==> config.mk <==
export PLATFORM = sky130hd
export DESIGN_NAME = ksum_cell
export DESIGN_NICKNAME = d
export VERILOG_FILES = /design/src/rtl/ksum_pkg.sv /design/src/rtl/ksum_cell.sv
export SDC_FILE = /design/constraint.sdc
export NUM_CORES = 1
export LEC_CHECK = 0
export ABC_AREA = 1
export BUFFER_PORTS_ARGS = -buffer_cell sky130_fd_sc_hd__clkbuf_2
export CAP_MARGIN = 20
export CORE_ASPECT_RATIO = 1.25
export CORE_UTILIZATION = 45
export CTS_CLUSTER_SIZE = 30
export DETAILED_ROUTE_END_ITERATION = 8
export PLACE_DENSITY = 0.8
export SLEW_MARGIN = 10
export SYNTH_ARGS = -nofsm -noshare
export SYNTH_HDL_FRONTEND = slang
export SYNTH_SLANG_ARGS = --single-unit
==> constraint.sdc <==
create_clock -name clk -period 12.57 [get_ports clk]
set_clock_uncertainty 0.05 [all_clocks]
set_input_delay 0.6285 -clock clk [delete_from_list [all_inputs] [get_ports clk]]
set_output_delay 0.6285 -clock clk [all_outputs]
set_load 0.005 [all_outputs]
==> src/rtl/ksum_pkg.sv <==
`timescale 1ns / 1ps
`default_nettype none

package ksum_pkg;

  localparam int ENTRIES = 64;
  localparam int IDX_W   = (ENTRIES > 1) ? $clog2(ENTRIES) : 1;

  typedef logic [IDX_W-1:0] idx_t;
  typedef logic [2:0]       status_t;

  localparam status_t ST_ZERO   = 3'd0;
  localparam status_t ST_INSERT = 3'd1;
  localparam status_t ST_UPDATE = 3'd2;
  localparam status_t ST_ERASE  = 3'd3;
  localparam status_t ST_FULL   = 3'd4;
  localparam status_t ST_LOOKUP = 3'd5;

  localparam logic MODE_ADD    = 1'b0;
  localparam logic MODE_LOOKUP = 1'b1;

  localparam logic signed [31:0] SUM_MAX   = 32'sh7FFF_FFFF;
  localparam logic signed [31:0] SUM_MIN   = 32'sh8000_0000;
  localparam logic signed [47:0] TOTAL_MAX = 48'sh7FFF_FFFF_FFFF;
  localparam logic signed [47:0] TOTAL_MIN = 48'sh8000_0000_0000;

  // search token that walks the row of cells
  typedef struct packed {
    logic               valid;
    logic signed [31:0] key;
    logic               hit;
    idx_t               hit_idx;
    logic signed [31:0] hit_sum;
    logic               free_ok;
    idx_t               free_idx;
  } probe_t;

  // write broadcast to all cells, taken by the addressed one
  typedef struct packed {
    logic               en;
    idx_t               idx;
    logic               used;
    logic signed [31:0] key;
    logic signed [31:0] sum;
  } wr_t;

endpackage

`default_nettype wire

==> src/rtl/ksum_cell.sv <==
`timescale 1ns / 1ps
`default_nettype none

module ksum_cell (
  input  wire                 clk,
  input  wire                 rst,
  input  ksum_pkg::idx_t      cell_idx,
  input  ksum_pkg::probe_t    probe_in,
  input  ksum_pkg::wr_t       wr,
  output ksum_pkg::probe_t    probe_out
);
  import ksum_pkg::*;

  logic               used;
  logic signed [31:0] key;
  logic signed [31:0] sum;
  probe_t             probe_next;

  always_comb begin
    probe_next = probe_in;
    if (used && key == probe_in.key) begin
      probe_next.hit     = 1'b1;
      probe_next.hit_idx = cell_idx;
      probe_next.hit_sum = sum;
    end
    // first free cell along the row is the lowest free slot
    if (!used && !probe_in.free_ok) begin
      probe_next.free_ok  = 1'b1;
      probe_next.free_idx = cell_idx;
    end
  end

  always_ff @(posedge clk) begin
    if (rst) begin
      used            <= 1'b0;
      probe_out.valid <= 1'b0;
    end else begin
      probe_out <= probe_next;
      if (wr.en && wr.idx == cell_idx) begin
        used <= wr.used;
        key  <= wr.key;
        sum  <= wr.sum;
      end
    end
  end

endmodule

`default_nettype wire

# Word level (Yosys, flattened, before mapping)
# Index checks and enable logic that the tools add are counted.
[word_totals]
ff_bits = 144
out_inout_bits = 79
elab_cells = 21
[classes]
eq_ne = 2
mux = 2
bitwise = 1
n_reduce_logical = 6
[ops]
columns = ["op", "n"]
rows = [
  ["$mux W38", 1],
  ["$eq A32 B32 Y1", 1],
  ["$eq A6 B6 Y1", 1],
  ["$mux W6", 1],
  ["$logic_and A1 B1 Y1", 3],
  ["$logic_not A1 Y1", 2],
  ["$reduce_and A2 Y1", 1],
  ["$not A1 Y1", 1],
]

# Depth between registers and ports, before layout
# Gate-level depths: netlist (run 1).
[depth]
ltp_word = 3
depth_mapped = 12

# Worst setup path after synthesis (run 1)
# OpenSTA, ideal clock, no wires.
[synth_path]
kind = "input port to flip-flop"
from = "in cell_idx[4]"
to = "reg key[0], enable pin"
setup_ns = 0.486
t_arrival_ns = 3.862
slack_ns = 8.171
stages = 4
path_buffers = 0
cell_sequence = "or2_2 > a21oi_1 > nand4_1 > nor2_1"
[synth_between]
elab_chain_len = 3
[synth_lines]
columns = ["item", "line", "source"]
rows = [
  ["start, declared", "ksum_cell.sv:7", "input ksum_pkg::idx_t cell_idx,"],
  ["$eq A6 B6 Y1", "ksum_cell.sv:39", "if (wr.en && wr.idx == cell_idx) begin"],
  ["$logic_and A1 B1 Y1", "ksum_cell.sv:39", ""],
  ["$reduce_and A2 Y1 (no line)", "n/a", ""],
  ["end signal, assigned", "ksum_cell.sv:41", "key <= wr.key;"],
  ["end, declared", "ksum_cell.sv:15", "logic signed [31:0] key;"],
]
# No other way between the ends.
# A chain may end at the register's enable or synchronous reset.

==> flow_summary.json, run 1 <==
{
  "hpwl_mm": 9.58,
  "cell_count_of_the_worst_hold_path": 1,
  "path_class": "reg -> reg",
  "totalNegativeSetupSlack_ns": 0,
  "final-instance-count-excl-fill": 922,
  "rsz0062_at_grt": "no",
  "fp.dieArea_sq_mm": 0.0142,
  "outcome": "completed",
  "synthSimpleGateAreaFrac_pct": 14.4,
  "detailed_route_drc_error_count": 0,
  "synth-main-ff-cell": "sky130_fd_sc_hd__edfxtp_1",
  "cts.reportedPaths.clkPinSlew_ns": 0.07,
  "grtUsageTotal_pct": 19.7,
  "buffer_ports.inserted": 237,
  "multi_input_area_sq_mm": 0.00141,
  "post_cts_setup_buffer_count": 0,
  "grt_max_degree": 65,
  "cts_hold_repair.buffers": 0,
  "clock_tree.buffer_depth": 2,
  "main_combinational_cell_family_by_area_after_synthesis": "simple AND/OR/NAND/NOR gates",
  "start_kind": "register",
  "rows": 47,
  "clk_root_buffer_cell": "sky130_fd_sc_hd__clkbuf_16",
  "vdd_drop_max_mv": 0.0784,
  "path_delay_family": "simple AND/OR/NAND/NOR gates",
  "max-slew-margin-rel_pct": 37.4,
  "synth-edff-count": 142,
  "compound_gate_fraction_of_synth_area_pct": 6.19,
  "endpoint_type_of_the_worst_setup_path": "register",
  "cts.repair.resized": 0,
  "area_of_the_core_sq_mm": 0.0133,
  "synth_seq_area_share_pct": 69.8,
  "cts_sinks": 144,
  "crit_arrival_ns": 3.27,
  "critical_path.max_stage_delay_ns": 1.01,
  "worst_hold_startpoint": "wr[55]",
  "fin_crit_ns": 3.05,
  "synth.ff_latch_count": 144,
  "wire_length_of_the_first_global_routing_pass_mm": 20.7,
  "r2r_setup_slack_ns": 9.52,
  "num_vias": 4342,
  "synth_adder_area_share_pct": 0,
  "critical_path.reg2reg.endpoint": "probe_out[28]$_DFFE_PN_",
  "cts_tree": "done",
  "post-route-period-util_pct": 24.2,
  "leakage_nw": 3.64,
  "htree_levels": 4,
  "nets": 897,
  "fmax_mhz": 328,
  "timing.hold.worst.class": "in -> reg",
  "first_pass_iters": 4,
  "tightestPinTransition_ns": 0.938,
  "post_drt_via_cell_ratio": 4.71,
  "n_antenna_cell": 0,
  "fp.dieH_um": 133,
  "max-cap-violations": 0,
  "synth_xor_xnor_area_share_pct": 1.56,
  "globalRoute.totalOverflow": 0,
  "placed_cells": 889,
  "synth.area.mux_share_pct": 0.548,
  "routed_wirelength_mm": 13.8,
  "floorplan.io_pins": 238,
  "yosys-top-cells-area": "sky130_fd_sc_hd__edfxtp_1 (69%), sky130_fd_sc_hd__nand2_1 (6.1%), sky130_fd_sc_hd__inv_1 (4.9%), sky130_fd_sc_hd__o21bai_1 (3.7%), sky130_fd_sc_hd__nand3_2 (3.6%)",
  "worstReg2RegStart": "key[28]$_DFFE_PP_",
  "p_per_area_mw_per_mm2": 141,
  "syn_area_sq_mm": 0.00616,
  "sequential_cell_area_sq_mm": 0.00430,
  "ys_async_sr_fraction_pct": 0,
  "drive_above_1_share_pct": 43.0,
  "layout-area-overhead-vs-synth_pct": 30.7,
  "drt_iter0_drc": 210,
  "total_power_mw": 1.14,
  "setup_violating_endpoint_count_in_the_final_report": 0,
  "whs_endpoint": "key[23]$_DFFE_PP_",
  "insertion_delay_ns": 0.42,
  "detail-route-antenna-nets": 0,
  "average_cell_area_after_synthesis_sq_um": 12.5,
  "synth.lib_cells_used.distinct": 26,
  "final_report_max_slew_violation_count": 0,
  "postSynthCellCount": 495,
  "max_fanout_on_critical_path": 40,
  "grt_antenna_before_repair": 0,
  "cp_max_delay_cell": "sky130_fd_sc_hd__inv_2",
  "fp.dieW_um": 107,
  "postSynthNetCount": 654,
  "r2r.worst_path.cells": 7,
  "first_global_vias": 4349,
  "path_buf_inv": 1,
  "num-fill-cells": 1124,
  "post-synth-top-area-cell": "sky130_fd_sc_hd__edfxtp_1",
  "crit_required_ns": 12.80,
  "timing.final.hold_violations": 0,
  "placer_s_final_routability_congestion_estimate": 0.771,
  "synth_top_area_share_pct": 69.2,
  "cts_inserted_buffers": 17,
  "synth_warnings": 0,
  "initial_utilization_pct": 46.4,
  "drt-wirelength-per-cell_um": 14.9,
  "crit_path_cell_trace": "xnor2_1 -> nand2_1 -> nor2_1 -> nand3_2 -> inv_2 -> nand3_2 -> nand2_1"
}
## metal layers
| layer | vias to the layer above | track usage [%] | routed length [um] | part of all wire, % |
|---|---|---|---|---|
| li1 | 2132 | - | - | - |
| met1 | 1976 | 21.0 | 5240 | 38 |
| met2 | 195 | 34.4 | 7110 | 52 |
| met3 | 39 | 7.00 | 935 | 6.8 |
| met4 | 0 | 8.98 | 498 | 3.6 |
| met5 | - | 0 | 0 | 0 |
## sequential cells by signal (all words and copies together), names as in the netlist
signal     cells
used           1
sum           32
probe_out     79
key           32
## cells in the mapped netlist, types with 2 or more instances
| cell type | number |
|---|---|
| sky130_fd_sc_hd__nand4_1 | 2 |
| sky130_fd_sc_hd__nor2_1 | 31 |
| sky130_fd_sc_hd__nand3_2 | 22 |
| sky130_fd_sc_hd__inv_1 | 81 |
| sky130_fd_sc_hd__nand3_1 | 19 |
| sky130_fd_sc_hd__nand2_1 | 100 |
| sky130_fd_sc_hd__dfxtp_1 | 2 |
| sky130_fd_sc_hd__clkbuf_1 | 4 |
| sky130_fd_sc_hd__nor2_2 | 3 |
| sky130_fd_sc_hd__xor2_1 | 7 |
| sky130_fd_sc_hd__o21ai_1 | 4 |
| sky130_fd_sc_hd__o21ai_0 | 3 |
| sky130_fd_sc_hd__xnor2_1 | 4 |
| sky130_fd_sc_hd__o21bai_1 | 30 |
| sky130_fd_sc_hd__buf_12 | 2 |
| sky130_fd_sc_hd__buf_2 | 3 |
| sky130_fd_sc_hd__mux2_2 | 3 |
| sky130_fd_sc_hd__inv_2 | 6 |
| sky130_fd_sc_hd__a21oi_1 | 4 |
| sky130_fd_sc_hd__o21bai_2 | 9 |
| sky130_fd_sc_hd__edfxtp_1 | 142 |
| sky130_fd_sc_hd__buf_4 | 4 |
| sky130_fd_sc_hd__buf_6 | 3 |
| sky130_fd_sc_hd__or2_2 | 5 |
## stage by stage
step           setup WS (ns)  hold WS [ns]  area, sq um  utilization [%]
6_report                9.52         0.334         8060             60.6
5_1_grt                 9.22         0.319         8060             60.6
4_1_cts                 9.38         0.324         8040             60.5
3_5_place_dp            9.06         0.483         7450             56.1
3_3_place_gp            9.07         0.481         7450             56.1
2_1_floorplan           8.17         0.459         6160                -
## logic make-up after synthesis
group,Yosys count
and+or+nand+nor,184
muxes,3
buffers and inverters,103
DFF,144
AOI/OAI and AO/OA,50
xor gates and xnor gates,11
## power by group
part,internal [mW],switching [mW],total (mW)
clock network,0.295,0.203,0.498
registers,0.552,0.00575,0.557
logic,0.0413,0.0389,0.0802
## layout make-up
class                           instances  share of cell area [%]
Sequential cell                       144                    53.4
Clock inverter                         14                    1.91
Inverter                               87                    4.07
Clock buffer                           18                    5.33
Multi-Input combinational cell        248                    17.5
Timing Repair Buffer                  240                    15.2
Tap cell                              171                    2.66
## worst register-to-register path: cells and delay by family, from the launching register on
family        cells  cell delay [ns]
simple gates      5             1.31
buf+inv           1             1.01
flops             1             0.39
xor+xnor          1             0.14
## worst max path at each step
| stage | depth (start not counted) | slack (ns) | end | startpoint |
|---|---|---|---|---|
| floorplan | 4 | 8.17 | key[0]$_DFFE_PP_ | cell_idx[4] |
| global placement | 8 | 9.07 | probe_out[44]$_DFFE_PN_ | probe_in[74] |
| detailed placement | 8 | 9.06 | probe_out[20]$_DFFE_PN_ | probe_in[58] |
| CTS | 7 | 9.38 | probe_out[28]$_DFFE_PN_ | key[28]$_DFFE_PP_ |
| global route | 9 | 9.22 | probe_out[20]$_DFFE_PN_ | key[1]$_DFFE_PP_ |
| finish | 7 | 9.52 | probe_out[28]$_DFFE_PN_ | key[28]$_DFFE_PP_ |
## cell usage in the layout (no fill, tap or decap), drive strengths merged, types with 4 or more instances in the layout
master	instances
o21ai	7
inv	91
clkbuf	255
nand3	41
o21bai	39
a21oi	4
nor2	35
clkinv	5
xor2	7
edfxtp	142
xnor2	4
or2	5
nand2	101
Note: power is estimated with default switching activity, not from simulation.
==> run 2, diff against run 1 <==
--- a/config.mk
+++ b/config.mk
@@ -5,11 +5,11 @@
 export SDC_FILE = /design/constraint.sdc
 export NUM_CORES = 1
 export LEC_CHECK = 0
-export ABC_AREA = 1
+export ABC_AREA = 0
 export BUFFER_PORTS_ARGS = -buffer_cell sky130_fd_sc_hd__clkbuf_2
 export CAP_MARGIN = 20
 export CORE_ASPECT_RATIO = 1.25
-export CORE_UTILIZATION = 45
+export CORE_UTILIZATION = 42
 export CTS_CLUSTER_SIZE = 30
 export DETAILED_ROUTE_END_ITERATION = 8
 export PLACE_DENSITY = 0.8
==> constraint.sdc (replaced) <==
create_clock -name clk -period 2.7 [get_ports clk]
set_clock_uncertainty 0.05 [all_clocks]
set_input_delay 0.135 -clock clk [delete_from_list [all_inputs] [get_ports clk]]
set_output_delay 0.135 -clock clk [all_outputs]
set_load 0.005 [all_outputs]
==> flow_summary.json, run 2 <==
{
  "postSynthNetCount": 412,
  "cts_sinks": 144,
  "placed_cells": 654,
  "initial_utilization_pct": 43.4,
  "place_area_sq_mm": 0.00677,
  "cts_inserted_buffers": 17,
  "post_cts_setup_buffer_count": 0,
  "average_cell_area_after_synthesis_sq_um": 21.1,
  "synth.ff_latch_count": 144,
  "htree_levels": 4,
  "failed_stage": "4_1_cts",
  "yosys-top-cells-area": "sky130_fd_sc_hd__edfxtp_1 (80%), sky130_fd_sc_hd__mux2_2 (7.4%), sky130_fd_sc_hd__xor2_1 (5.1%), sky130_fd_sc_hd__mux2_4 (2.5%), sky130_fd_sc_hd__xnor2_1 (0.99%)",
  "placement.setup.worst_slack_ns": 0.185,
  "clk_root_buffer_cell": "sky130_fd_sc_hd__clkbuf_16",
  "post-synth-top-area-cell": "sky130_fd_sc_hd__edfxtp_1",
  "postSynthCellCount": 253,
  "buffer_ports.inserted": 237,
  "post_synth_most_frequent_cells": "sky130_fd_sc_hd__edfxtp_1 (142), sky130_fd_sc_hd__mux2_2 (35), sky130_fd_sc_hd__xor2_1 (31)",
  "floorplan.io_pins": 238,
  "synth_top_area_share_pct": 80.0,
  "synth_seq_area_share_pct": 80.7,
  "synthMostInstantiatedCell": "sky130_fd_sc_hd__edfxtp_1",
  "run.stop_error": "[ERROR RSZ-0060] Max buffer count reached.",
  "synth.lib_cells_used.distinct": 21,
  "ys_async_sr_fraction_pct": 0,
  "fp.dieW_um": 103,
  "synth_warnings": 0,
  "rows": 45,
  "syn_area_sq_mm": 0.00533,
  "fp.dieH_um": 128,
  "placer_s_final_routability_congestion_estimate": 0.726,
  "synth-main-ff-cell": "sky130_fd_sc_hd__edfxtp_1",
  "outcome": "did not finish",
  "cts.repair.resized": 0,
  "cts_hold_repair.buffers": 138,
  "hpwl_mm": 8.24,
  "synth-edff-count": 142,
  "clock_tree.buffer_depth": 2
}
==> run 2: through the flow <==
stage	util (%)	hold WS (ns)
after floorplan	-	0.157
after global placement	55.1	0.262
after detailed placement	55.1	0.264
==> run 2: cell families after synthesis <==
group	share of synthesized area, %
multiplexers	10.1
buffers and inverters	0.751
flip-flops	80.7
AND/OR/NAND/NOR	2.16
XOR/XNOR	6.08
AO/OA/AOI/OAI	0.188
==> run 3, diff against run 2 <==
--- a/config.mk
+++ b/config.mk
@@ -8,11 +8,9 @@
 export ABC_AREA = 0
 export BUFFER_PORTS_ARGS = -buffer_cell sky130_fd_sc_hd__clkbuf_2
 export CAP_MARGIN = 20
-export CORE_ASPECT_RATIO = 1.25
-export CORE_UTILIZATION = 42
-export CTS_CLUSTER_SIZE = 30
+export CORE_UTILIZATION = 30
 export DETAILED_ROUTE_END_ITERATION = 8
-export PLACE_DENSITY = 0.8
+export PLACE_DENSITY_LB_ADDON = 0.15
 export SLEW_MARGIN = 10
 export SYNTH_ARGS = -nofsm -noshare
 export SYNTH_HDL_FRONTEND = slang
==> constraint.sdc (replaced) <==
create_clock -name clk -period 3.5 [get_ports clk]
set_clock_uncertainty 0.05 [all_clocks]
set_input_delay 0.175 -clock clk [delete_from_list [all_inputs] [get_ports clk]]
set_output_delay 0.175 -clock clk [all_outputs]
set_load 0.005 [all_outputs]
==> flow_summary.json, run 3 <==
{
  "max-slew-margin-rel_pct": 57.0,
  "grtUsageTotal_pct": 14.6,
  "leakage_nw": 3.60,
  "start_kind": "primary input",
  "synthSimpleGateAreaFrac_pct": 2.16,
  "rsz0062_at_grt": "no",
  "final-instance-count-excl-fill": 877,
  "syn_area_sq_mm": 0.00533,
  "timing.hold.worst.class": "in -> reg",
  "buffer_ports.inserted": 237,
  "detailed_route_drc_error_count": 0,
  "synth_seq_area_share_pct": 80.7,
  "cts_tree": "done",
  "layout-area-overhead-vs-synth_pct": 62.7,
  "worstReg2RegStart": "key[28]$_DFFE_PP_",
  "num_vias": 3634,
  "synth.ff_latch_count": 144,
  "average_cell_area_after_synthesis_sq_um": 21.1,
  "routed_wirelength_mm": 13.0,
  "synth-edff-count": 142,
  "fin_crit_ns": 2.68,
  "first_pass_iters": 4,
  "insertion_delay_ns": 0.42,
  "floorplan.io_pins": 238,
  "largest_register_ffs": 79,
  "fp.dieH_um": 135,
  "layout.cells.most_common": "sky130_fd_sc_hd__clkbuf_2",
  "rows": 48,
  "drt-wirelength-per-cell_um": 14.8,
  "max-cap-violations": 0,
  "crit_arrival_ns": 2.79,
  "yosys-top-cells-area": "sky130_fd_sc_hd__edfxtp_1 (80%), sky130_fd_sc_hd__mux2_2 (7.4%), sky130_fd_sc_hd__xor2_1 (5.1%), sky130_fd_sc_hd__mux2_4 (2.5%), sky130_fd_sc_hd__xnor2_1 (0.99%)",
  "fp.dieArea_sq_mm": 0.0183,
  "mostFrequentLayoutCells": "sky130_fd_sc_hd__clkbuf_2 (237), sky130_fd_sc_hd__edfxtp_1 (142), sky130_fd_sc_hd__dlygate4sd3_1 (131)",
  "postSynthNetCount": 412,
  "cts.repair.resized": 0,
  "whs_endpoint": "probe_out[30]$_DFFE_PN_",
  "hpwl_mm": 8.49,
  "cts_sinks": 144,
  "placer_s_final_routability_congestion_estimate": 0.733,
  "clock_tree.buffer_depth": 2,
  "critical_path.max_stage_delay_ns": 0.82,
  "endpoint_type_of_the_worst_setup_path": "register",
  "post_synth_most_frequent_cells": "sky130_fd_sc_hd__edfxtp_1 (142), sky130_fd_sc_hd__mux2_2 (35), sky130_fd_sc_hd__xor2_1 (31)",
  "synth_xor_xnor_area_share_pct": 6.08,
  "fp.dieW_um": 135,
  "crit_start": "probe_in[74]",
  "synth.lib_cells_used.distinct": 21,
  "detail-route-antenna-nets": 0,
  "synth-main-ff-cell": "sky130_fd_sc_hd__edfxtp_1",
  "cts_inserted_buffers": 17,
  "fmax_mhz": 373,
  "synth.area.mux_share_pct": 10.1,
  "worst_hold_startpoint": "probe_in[30]",
  "totalNegativeSetupSlack_ns": 0,
  "vdd_drop_max_mv": 0.321,
  "post-route-period-util_pct": 76.7,
  "crit_required_ns": 3.61,
  "synth_warnings": 0,
  "area_of_the_core_sq_mm": 0.0174,
  "cell_count_of_the_worst_hold_path": 2,
  "synth_top_area_share_pct": 80.0,
  "htree_levels": 4,
  "synth_adder_area_share_pct": 0,
  "outcome": "completed",
  "layout_top_registers": "probe_out (79), key (32), sum (32)",
  "setup_violating_endpoint_count_in_the_final_report": 0,
  "p_per_area_mw_per_mm2": 474,
  "grt_max_degree": 65,
  "globalRoute.totalOverflow": 0,
  "compound_gate_fraction_of_synth_area_pct": 0.188,
  "wire_length_of_the_first_global_routing_pass_mm": 19.5,
  "first_global_vias": 3862,
  "fin_hold_ws_ns": 0.0186,
  "initial_utilization_pct": 30.7,
  "main_combinational_cell_family_by_area_after_synthesis": "multiplexers",
  "r2r.worst_path.cells": 5,
  "ys_async_sr_fraction_pct": 0,
  "grt_antenna_before_repair": 0,
  "cts_hold_repair.buffers": 131,
  "clk_root_buffer_cell": "sky130_fd_sc_hd__clkbuf_16",
  "cp_max_delay_cell": "sky130_fd_sc_hd__or4_4",
  "regMostFlops": "probe_out",
  "tightestPinTransition_ns": 0.645,
  "drt_iter0_drc": 129,
  "r2r_setup_slack_ns": 0.86,
  "n_antenna_cell": 0,
  "final_report_max_slew_violation_count": 0,
  "cts.reportedPaths.clkPinSlew_ns": 0.06,
  "drive_above_1_share_pct": 47.9,
  "post_cts_setup_buffer_count": 0,
  "postSynthCellCount": 253,
  "post_drt_via_cell_ratio": 4.14,
  "max_fanout_on_critical_path": 39,
  "path_class": "in -> reg",
  "crit_path_cell_trace": "dlygate4sd3_1 -> clkbuf_2 -> xor2_1 -> nor4_1 -> nand3_1 -> or4_4 -> mux2_4",
  "critical_path.reg2reg.endpoint": "probe_out[39]$_DFFE_PN_",
  "timing.final.hold_violations": 0,
  "placed_cells": 714,
  "nets": 798,
  "synthMostInstantiatedCell": "sky130_fd_sc_hd__edfxtp_1",
  "post-synth-top-area-cell": "sky130_fd_sc_hd__edfxtp_1"
}
==> run 3: cell counts after synthesis <==
No cell type changed its count.
==> run 3: worst max path at each step <==
stage / endpoint / slack (ns) / cells past startpoint
final: probe_out[39]$_DFFE_PN_ / 0.82 / 7
after global routing: probe_out[39]$_DFFE_PN_ / 0.73 / 7
after CTS: probe_out[39]$_DFFE_PN_ / 0.83 / 7
after detailed placement: probe_out[39]$_DFFE_PN_ / 0.87 / 5
after global placement: probe_out[36]$_DFFE_PN_ / 0.85 / 5
after floorplan: key[0]$_DFFE_PP_ / 0.46 / 3
==> run 3: report_power, final <==
group	switching, mW	internal [mW]
combinational	0.140	0.241
clock	0.686	1.04
sequential	0.0227	1.98
==> run 3: cells by family (layout without fill, tap and decap cells) <==
| family | count (synthesis) | in the layout |
|---|---|---|
| multiplexers | 45 | 45 |
| AO/OA/AOI/OAI | 2 | 2 |
| XOR/XNOR | 37 | 37 |
| flip-flops | 144 | 144 |
| AND/OR/NAND/NOR | 19 | 19 |
| buffers and inverters | 6 | 405 |
==> run 3: cell type report <==
type	count	area, sq um
fillers	1527	8680
clock inverters	12	119
inverters	2	8.76
clock buffers	20	437
well taps	225	282
multi-input cells	103	996
repair buffers	371	2530
flip-flops and latches	144	4300
==> run 3: per-stage QoR <==
step	worst slack (ns)	power, mW	area [sq um]	util [%]
2_1_floorplan	0.458	2.12	5340	-
3_3_place_gp	0.853	2.30	6810	39.2
3_5_place_dp	0.868	2.31	6810	39.2
4_1_cts	0.832	4.17	8680	50.0
5_1_grt	0.727	4.26	8680	50.0
6_report	0.817	4.11	8680	50.0
==> run 3: metal layers <==
metal	track usage, %	vias up	share of wire [%]
met5	0	-	0
met4	6.68	0	1.6
met3	4.08	15	6.1
met2	25.2	151	51
met1	16.6	1712	42
li1	-	1756	-
==> run 3: critical path: cells and delay by family <==
family | cells | cell delay (ns)
AND/OR/NAND/NOR | 3 | 1.38
multiplexers | 1 | 0.40
buffers and inverters | 2 | 0.65
XOR/XNOR | 1 | 0.15
==> run 4, diff against run 3 <==
==> constraint.sdc (replaced) <==
create_clock -name clk -period 2.6 [get_ports clk]
set_clock_uncertainty 0.05 [all_clocks]
set_input_delay 0.13 -clock clk [delete_from_list [all_inputs] [get_ports clk]]
set_output_delay 0.13 -clock clk [all_outputs]
set_load 0.005 [all_outputs]
==> flow_summary.json, run 4 (same netlist as run 3, synthesis figures left out) <==
{
  "outcome": "completed",
  "area_of_the_core_sq_mm": 0.0174,
  "p_per_area_mw_per_mm2": 637,
  "grt_max_degree": 48,
  "htree_levels": 4,
  "cts_inserted_buffers": 17,
  "fmax_mhz": 403,
  "r2r.worst_path.cells": 6,
  "wire_length_of_the_first_global_routing_pass_mm": 20.2,
  "nets": 814,
  "grt_antenna_before_repair": 0,
  "start_kind": "primary input",
  "first_pass_iters": 4,
  "final_report_max_slew_violation_count": 0,
  "max-slew-margin-rel_pct": 58.1,
  "grtUsageTotal_pct": 15.0,
  "cts_tree": "done",
  "timing.final.hold_violations": 0,
  "setup_violating_endpoint_count_in_the_final_report": 0,
  "hpwl_mm": 9.01,
  "fin_crit_ns": 2.48,
  "placed_cells": 716,
  "worstReg2RegStart": "key[27]$_DFFE_PP_",
  "clk_root_buffer_cell": "sky130_fd_sc_hd__clkbuf_16",
  "clock_tree.buffer_depth": 2,
  "buffer_ports.inserted": 237,
  "cell_count_of_the_worst_hold_path": 2,
  "routed_wirelength_mm": 13.5,
  "vdd_drop_max_mv": 0.421,
  "final-instance-count-excl-fill": 893,
  "crit_required_ns": 2.70,
  "globalRoute.totalOverflow": 0,
  "drive_above_1_share_pct": 47.9,
  "detail-route-antenna-nets": 0,
  "first_global_vias": 4070,
  "post_drt_via_cell_ratio": 4.20,
  "cts.reportedPaths.clkPinSlew_ns": 0.06,
  "layout-area-overhead-vs-synth_pct": 67.4,
  "layout.cells.most_common": "sky130_fd_sc_hd__clkbuf_2",
  "regMostFlops": "probe_out",
  "initial_utilization_pct": 30.7,
  "timing.hold.worst.class": "in -> reg",
  "max_fanout_on_critical_path": 24,
  "critical_path.reg2reg.endpoint": "probe_out[31]$_DFFE_PN_",
  "path_class": "in -> reg",
  "leakage_nw": 3.71,
  "totalNegativeSetupSlack_ns": 0,
  "drt_iter0_drc": 134,
  "max-cap-violations": 0,
  "crit_arrival_ns": 2.58,
  "floorplan.io_pins": 238,
  "final_util_pct": 51.4,
  "rows": 48,
  "fp.dieArea_sq_mm": 0.0183,
  "cts_sinks": 144,
  "post_cts_setup_buffer_count": 0,
  "insertion_delay_ns": 0.41,
  "r2r_setup_slack_ns": 0.12,
  "tightestPinTransition_ns": 0.628,
  "crit_start": "probe_in[73]",
  "fp.dieH_um": 135,
  "layout_top_registers": "probe_out (79), key (32), sum (32)",
  "rsz0062_at_grt": "no",
  "fp.dieW_um": 135,
  "endpoint_type_of_the_worst_setup_path": "register",
  "mostFrequentLayoutCells": "sky130_fd_sc_hd__clkbuf_2 (237), sky130_fd_sc_hd__dlygate4sd3_1 (145), sky130_fd_sc_hd__edfxtp_1 (142)",
  "largest_register_ffs": 79,
  "n_antenna_cell": 0,
  "num_vias": 3752,
  "placer_s_final_routability_congestion_estimate": 0.724,
  "detailed_route_drc_error_count": 0,
  "cts.repair.resized": 0,
  "drt-wirelength-per-cell_um": 15.1,
  "post-route-period-util_pct": 95.4,
  "num-fill-cells": 1489,
  "cp-endpoint": "probe_out[31]$_DFFE_PN_"
}
-- run 4: cell types whose count changed in the layout (fill, tap and decap cells not counted), sizes merged --
cell | previous run | this run
clkbuf | 257 | 258
buf | 3 | 5
inv | 1 | 4
clkinv | 10 | 5
clkinvlp | 1 | 2
dlygate4sd3 | 131 | 145
-- run 4: worst min-delay path by stage --
stage | slack, ns | endpoint | from
3_5_place_dp | 0.26 | sum[24]$_DFFE_PP_ | wr[24]
5_1_grt | 0.01 | probe_out[42]$_DFFE_PN_ | cell_idx[3]
3_3_place_gp | 0.26 | sum[24]$_DFFE_PP_ | wr[24]
6_report | 0.01 | probe_out[3]$_DFFE_PN_ | probe_in[3]
4_1_cts | 0.001 | probe_out[3]$_DFFE_PN_ | probe_in[3]
2_1_floorplan | 0.15 | probe_out[78]$_SDFF_PP0_ | rst
-- run 4: metal layers --
layer | vias to the layer above | GRT usage [%] | wire length, um
met2 | 166 | 26.7 | 6860
met1 | 1778 | 16.9 | 5540
met3 | 13 | 4.34 | 942
met4 | 0 | 5.74 | 141
met5 | - | 0 | 0
li1 | 1795 | - | -
-- run 4: per-stage QoR --
stage / hold slack (ns) / instance area [sq um] / power, mW / setup slack [ns]
after floorplan: 0.152 / 5340 / 2.85 / 0.297
after global placement: 0.257 / 6880 / 3.11 / 0.164
after detailed placement: 0.259 / 6880 / 3.11 / 0.129
after CTS: 0.00123 / 8930 / 5.76 / 0.116
after global routing: 0.0146 / 8930 / 5.90 / 0.0359
final: 0.0116 / 8930 / 5.69 / 0.119
-- run 4: final cells by class --
| cell class | count | area, sq um | share of cell area [%] |
|---|---|---|---|
| Sequential cell | 144 | 4300 | 48.2 |
| Timing Repair Buffer | 387 | 2740 | 30.7 |
| Multi-Input combinational cell | 103 | 996 | 11.2 |
| Clock buffer | 21 | 470 | 5.27 |
| Tap cell | 225 | 282 | 3.15 |
| Clock inverter | 11 | 129 | 1.44 |
| Inverter | 2 | 8.76 | 0.0981 |
-- run 4: power breakdown --
| part | switching (mW) | internal [mW] |
|---|---|---|
| sequential | 0.0292 | 2.67 |
| clock | 0.951 | 1.50 |
| combinational | 0.197 | 0.339 |
-- run 4: worst max-delay path, stage by stage --
cell                            delay [ns]
sky130_fd_sc_hd__dlygate4sd3_1        0.53
sky130_fd_sc_hd__clkbuf_2             0.12
sky130_fd_sc_hd__xor2_1               0.17
sky130_fd_sc_hd__nor4_1               0.48
sky130_fd_sc_hd__nand4_1              0.16
sky130_fd_sc_hd__or4_4                0.49
sky130_fd_sc_hd__buf_12               0.19
sky130_fd_sc_hd__mux2_2               0.30
-- run 4: timing repair --
action,CTS,global route
setup endpoints to repair,0,0
hold endpoints to repair,143,0
hold buffers,145,0
